===== src/rtl/core/bmfd_pkg.sv =====
// ----------------------------------------------------------------------------
// bmfd_pkg
// Shared types, constants and helpers of the block-mean motion detector.
// ----------------------------------------------------------------------------
package bmfd_pkg;

    localparam int LUMA_W     = 8;
    localparam int PIX_W      = 11;   // pixel column / row counters
    localparam int BLK_SHIFT  = 4;    // 16x16 blocks
    localparam int BLK_OFS_W  = 4;
    localparam int ACC_W      = 11;   // eight even pixels of one block line
    localparam int SUM_W      = 14;   // 64 sampled pixels
    localparam int MEAN_W     = 8;
    localparam int DIFF_W     = 8;
    localparam int THR_W      = 17;
    localparam int CNT_W      = 15;
    localparam int GDIM_W     = 9;    // grid columns / rows, up to 256
    localparam int IDX_W      = 16;   // block index into the grid store
    localparam int FRAC_W     = 16;   // Q0.16 ratio
    localparam int CFG_IDX_W  = 3;
    localparam int CFG_DATA_W = 17;
    localparam int TDATA_IN_W  = 8;
    localparam int TDATA_OUT_W = 8;

    localparam int QUEUE_DEPTH = 4;
    localparam int Q_PTR_W     = 2;
    localparam int Q_CNT_W     = 3;

    localparam logic [BLK_OFS_W-1:0] BLK_LAST  = 4'd15;
    localparam logic [PIX_W-1:0]     ROW_LIMIT = 11'd2047;
    localparam logic [CNT_W-1:0]     CNT_MAX   = 15'h7FFF;
    localparam logic [GDIM_W-1:0]    MIN_GRID  = 9'd2;

    localparam logic [DIFF_W-1:0] DIFF_LEVEL_RST = 8'd16;
    localparam logic [THR_W-1:0]  RATIO_THR_RST  = 17'd1311;

    typedef enum logic [CFG_IDX_W-1:0] {
        CFG_ENGINE_ENABLE = 3'd0,
        CFG_FRAME_WIDTH   = 3'd1,
        CFG_FRAME_HEIGHT  = 3'd2,
        CFG_DIFF_LEVEL    = 3'd3,
        CFG_RATIO_THR     = 3'd4
    } t_cfg_idx;

    typedef struct packed {
        logic              engine_enable;
        logic [PIX_W-1:0]  frame_width;
        logic [PIX_W-1:0]  frame_height;
        logic [DIFF_W-1:0] diff_level;
        logic [THR_W-1:0]  ratio_threshold_q16;
    } t_cfg;

    // One queue entry: a finished block, a frame end, or both on one pixel.
    typedef struct packed {
        logic              blk;
        logic [MEAN_W-1:0] mean;
        logic [IDX_W-1:0]  idx;
        logic              fend;
        logic              runs;
        logic [GDIM_W-1:0] gw;
        logic [GDIM_W-1:0] gh;
    } t_evt;

    // Blocks along one dimension, clamped to the store's limit.
    function automatic logic [GDIM_W-1:0] grid_dim(input logic [PIX_W-1:0] dim,
                                                   input logic [GDIM_W-1:0] max_dim);
        logic [GDIM_W-1:0] raw;
        raw = GDIM_W'(dim[PIX_W-1:BLK_SHIFT]);
        return (raw > max_dim) ? max_dim : raw;
    endfunction

endpackage


===== src/rtl/core/bmfd_queue.sv =====
// ----------------------------------------------------------------------------
// bmfd_queue
// Short event queue between the pixel front and the grid back end.
// ----------------------------------------------------------------------------
module bmfd_queue (
    input  logic            i_clk,
    input  logic            i_rst_n,
    input  logic            i_push,
    input  bmfd_pkg::t_evt  i_data,
    input  logic            i_pop,
    output logic            o_full,
    output logic            o_valid,
    output bmfd_pkg::t_evt  o_data
);
    import bmfd_pkg::*;

    t_evt               r_slot [QUEUE_DEPTH];
    logic [Q_PTR_W-1:0] r_wptr, r_rptr;
    logic [Q_CNT_W-1:0] r_count;

    assign o_full  = (r_count == Q_CNT_W'(QUEUE_DEPTH));
    assign o_valid = (r_count != '0);
    assign o_data  = r_slot[r_rptr];

    always_ff @(posedge i_clk) begin
        if (!i_rst_n) begin
            r_wptr  <= '0;
            r_rptr  <= '0;
            r_count <= '0;
        end else begin
            if (i_push) begin
                r_wptr <= r_wptr + Q_PTR_W'(1);
            end
            if (i_pop) begin
                r_rptr <= r_rptr + Q_PTR_W'(1);
            end
            if (i_push && !i_pop) begin
                r_count <= r_count + Q_CNT_W'(1);
            end else if (!i_push && i_pop) begin
                r_count <= r_count - Q_CNT_W'(1);
            end
        end
    end

    always_ff @(posedge i_clk) begin
        if (i_push) begin
            r_slot[r_wptr] <= i_data;
        end
    end

    a_count_bound: assert property (@(posedge i_clk) disable iff (!i_rst_n)
        r_count <= Q_CNT_W'(QUEUE_DEPTH))
        else $error("queue count beyond depth");

    a_no_overflow: assert property (@(posedge i_clk) disable iff (!i_rst_n)
        i_push |-> (!o_full || i_pop))
        else $error("push into full queue");

endmodule


===== config.mk =====
export PLATFORM = sky130hd
export DESIGN_NAME = bmfd_queue
export DESIGN_NICKNAME = d
export VERILOG_FILES = /design/src/rtl/core/bmfd_pkg.sv /design/src/rtl/core/bmfd_queue.sv
export SDC_FILE = /design/constraint.sdc
export NUM_CORES = 1
export LEC_CHECK = 0
export ABC_AREA = 1
export BUFFER_PORTS_ARGS = -buffer_cell sky130_fd_sc_hd__buf_2
export CAP_MARGIN = 0
export CORE_MARGIN = 1.5
export CORE_UTILIZATION = 57
export CTS_CLUSTER_SIZE = 28
export DETAILED_ROUTE_END_ITERATION = 6
export PLACE_DENSITY = 0.84
export RECOVER_POWER = 25
export SLEW_MARGIN = 20
export SYNTH_ARGS = -nofsm -noshare
export SYNTH_HDL_FRONTEND = slang
export SYNTH_SLANG_ARGS = --single-unit

===== constraint.sdc =====
create_clock -name i_clk -period 2.55 [get_ports i_clk]
set_clock_uncertainty 0.05 [all_clocks]
set_input_delay 0.255 -clock i_clk [delete_from_list [all_inputs] [get_ports i_clk]]
set_output_delay 0.255 -clock i_clk [all_outputs]
set_load 0.02 [all_outputs]

# Word-level counts from Yosys, hierarchy flattened
# Memory sizes are Yosys's and may differ from the RTL's. A register that Yosys moved wholly into a read port is not among the register bits.
# Index checks and enable logic that the tools add are counted.
dict set report totals {
  reg_bits 7
  mem_bits_rw 180
  in_bits 49
  out_inout_bits 47
  word_cells 21
  memories 1
}
dict set report classes {
  add_sub_neg 4
  n_eq_ne 1
  mux 6
  n_reduce_logical 6
}
# memory words word_bits rd rd_clocked_by_memory_dff wr line_no
set memory_table {}
lappend memory_table {r_slot 4 45 1 1 1 bmfd_queue.sv:17} ;# t_evt r_slot [QUEUE_DEPTH];
# cell count
set ops {}
lappend ops {{3-bit 2-to-1 mux} 2}
lappend ops {{2-bit by 1-bit adder with 2-bit output (second input constant)} 2}
lappend ops {{2-bit 2-to-1 mux} 2}
lappend ops {{3-bit by 1-bit adder with 3-bit output (second input constant)} 1}
lappend ops {{3-bit equality test (second input constant)} 1}
lappend ops {{3-bit nonzero test} 1}
lappend ops {{3-bit by 1-bit subtractor with 3-bit output (second input constant)} 1}
lappend ops {{1-bit logical AND} 2}
lappend ops {{1-bit logical NOT} 2}
lappend ops {{1-bit 2-to-1 mux} 2}
lappend ops {{2-bit nonzero test} 1}

# Longest topological paths before layout
dict set report logic_depth {
  depth_word 4
  depth_mapped 10
  mapped_depth_nobuf 10
}

# Worst setup path after synthesis
# Ideal clock, no wire load.
dict set report synth_path {
  kind {flip-flop to flip-flop}
  from {reg r_wptr[0]}
  to {mem r_slot[2][0] (netlist name) (enable)}
  setup_ps 399
  arrival_time_ps 1470
  t_required_ps 2101
  setup_slack_ps 630
  path_stages_with_launch 5
  n_path_buf 0
  period_less_slack_ps 1920
  path_cell_list {dfxtp_1 > inv_1 > ha_1 > nand2_1 > inv_1}
}
# element line_no
set synth_lines {}
lappend synth_lines {{start, declared} bmfd_queue.sv:18} ;# logic [Q_PTR_W-1:0] r_wptr, r_rptr;
lappend synth_lines {{start signal, assigned} bmfd_queue.sv:32} ;# r_wptr <= r_wptr + Q_PTR_W'(1);
lappend synth_lines {{end, declared} bmfd_queue.sv:17}
# Straight into the memory's write port.

==> flow_metrics.env <==
export IMPL_status="complete, no violations"
export IMPL_slew_headroom=0.5057
export IMPL_fin_area_um2=8825
export IMPL_rr_worst_depth=5
export IMPL_grt_pass1_wl_um=22880
export IMPL_diodes=0
export IMPL_critical_path_depth=4
export IMPL_dieWidth_um=115.8
export IMPL_clk_pin_slew_ps=70
export IMPL_drive_gt1_frac=0.1790
export IMPL_io_buffers=95
export IMPL_finalSetupTns_ps=0
export IMPL_required_ps=2250
export IMPL_dr_total_vias=4610
export IMPL_path_delay_family="flip-flops"
export IMPL_ant_nets=0
export IMPL_timing_final_crit_share=0.9552
export IMPL_ys_warnings_count=0
export IMPL_track_usage=0.2339
export IMPL_place_congestion=0.7258
export IMPL_seq_area_um2=5590
export IMPL_cts_root_buf="clkbuf_16"
export IMPL_overflow=0
export IMPL_worst_ep_arrival_time_ps=2130
export IMPL_h_tree_depth=4
export IMPL_wl_per_cell_um=18.45
export IMPL_drtPass1Iterations=5
export IMPL_worstPathMaxFanout=52
export IMPL_die_area_um2=13410
export IMPL_critPathCaptureType="output port"
export IMPL_ctsResizeCount=0
export IMPL_finalSetupViolations=0
export IMPL_syn_avg_cell_area_um2=14.68
export IMPL_tightest_slew_ps=740.4
export IMPL_nets=690
export IMPL_via_per_inst=5.622
export IMPL_crit_buf_inv=2
export IMPL_boundaryPins=96
export IMPL_seq_area_frac_synth=0.7703
export IMPL_rows=41
export IMPL_max_clock_freq_mhz=410.6
export IMPL_syn_area_um2=7251
export IMPL_layout_common_cells="edfxtp_1, nor2_1, buf_2, o21ai_1"
export IMPL_synth_nets=549
export IMPL_ff2ff_setup_slack_ps=720
export IMPL_whs_ps=88.72
export IMPL_whs_path_depth=3
export IMPL_synthCells=494
export IMPL_dp_hpwl_um=8278
export IMPL_hold_path_class="in -> reg"
export IMPL_place_area_um2=7737
export IMPL_period_needed_ps=2436
export IMPL_cts_tree="built"
export IMPL_ys_ff_latch=189
export IMPL_start_util=0.5793
export IMPL_cp_slowest_cell="dfxtp_4"
export IMPL_drv_cap=0
export IMPL_max_stage_delay_ps=750
export IMPL_cts_buffers=17
export IMPL_powerDensity_nw_per_um2=828.3
export IMPL_leakagePower_uw=0.003129
export IMPL_clockBufferDepth=2
export IMPL_grt_setup_unrepaired="no"
export IMPL_grt_max_degree=91
export IMPL_clock_latency_ps=430
export IMPL_worst_ir_drop_vdd_v=0.0006509
export IMPL_final_common_cell="edfxtp_1"
export IMPL_grt_pass1_vias=4540
export IMPL_cts_sinks=189
export IMPL_n_fill_cell=844
export IMPL_start_kind="flop"
export IMPL_core_um2=12520
export IMPL_routed_wl_um=15130
export IMPL_path_cells="buf_4 > o21ai_0 > o22ai_1 > buf_2"
export IMPL_maxSlewViolCount=0
export IMPL_final_hold_violation_count=0
export IMPL_multi_input_area_um2=1279
export IMPL_route_detailed_drc=0
export IMPL_critical_path_class="reg -> out"
export IMPL_die_h_um=115.8
export IMPL_antenna_found_initial=0
export IMPL_synthToLayoutAreaGrowth_pct=21.71
export IMPL_drtIter0Drc=389
export IMPL_synth_distinct_cells=21
[worst paths after layout]
kind                             endpoint                   start
setup reg to reg  r_slot[0][42]$_DFFE_PP_  r_wptr[0]$_SDFFE_PN0P_
setup / recovery               o_data[11]                    flop
hold reg to reg                      flop  r_rptr[1]$_SDFFE_PN0P_
hold / removal     r_wptr[1]$_SDFFE_PN0P_                 i_rst_n
[cells in the mapped netlist]
cell,number,area [um2]
ha_1,5,62.56
dfxtp_1,9,180.2
nand2_1,10,37.54
nor3_1,1,5.000
o22ai_1,45,281.5
clkinv_2,1,5.000
buf_2,8,40.04
o21ai_0,36,180.2
buf_12,5,100.1
edfxtp_1,180,5405
buf_6,7,78.83
a21oi_1,4,20.02
nor2_1,96,360.4
buf_8,4,60.06
inv_1,15,56.30
fa_1,1,20.02
inv_12,1,16.27
o21ai_1,60,300.3
nand4_1,1,6.260
buf_4,4,30.03
nand3_1,1,5.000
[registers in the layout, summed over array words and instances (netlist names), named ones only]
signal / cells
r_rptr: 2
r_slot: 180
r_wptr: 2
r_count: 3
[cell type report]
| class | count | area share |
|---|---|---|
| Timing Repair Buffer | 150 | 0.1126 |
| Clock buffer | 19 | 0.04906 |
| Multi-Input combinational cell | 260 | 0.1449 |
| Inverter | 17 | 0.008791 |
| Sequential cell | 189 | 0.6335 |
| Tap cell | 172 | 0.02439 |
| Clock inverter | 13 | 0.02680 |
[what timing repair did]
action,CTS,global route
hold buffers,45,0
endpoints found under the hold margin,180,0
buffers inserted,0,0
[tightest hold or removal path: cells and delay by family]
kind	cells	cell delay (ps)
AOI/OAI and AO/OA	2	120
buffers and inverters	1	150
[report_power, final]
group / switching, uW / internal, uW
Clock: 1110 / 1850
Sequential: 60.1 / 3540
Combinational: 496 / 252
Total: 1670 / 5640
[layer usage]
layer,up-vias,global-route usage,part of all wire
met2,186,0.3816,0.52
met1,2277,0.2959,0.40
li1,2125,-,-
met4,0,0.1130,0.017
met3,22,0.05962,0.064
met5,-,0,0
[cells by family after synthesis]
logic type / Yosys count / synth area share
buffers and inverters: 45 / 0.05332
DFF: 189 / 0.7703
adders and majority gates: 6 / 0.01139
and+or+nand+nor: 109 / 0.05712
AOI/OAI and AO/OA: 145 / 0.1079
[per-stage QoR]
stage               setup slack (ps)  total power (uW)  utilization  std cells
finish                         114.3              7309       0.7050        820
global route                   5.497              7528       0.7050        820
global placement               661.0              4324       0.6182        743
floorplan                      630.4              4129            -        494
CTS                            116.7              7321       0.7076        820
detailed placement             578.1              4355       0.6182        743
No activity file was read; power rests on OpenSTA's default activity.
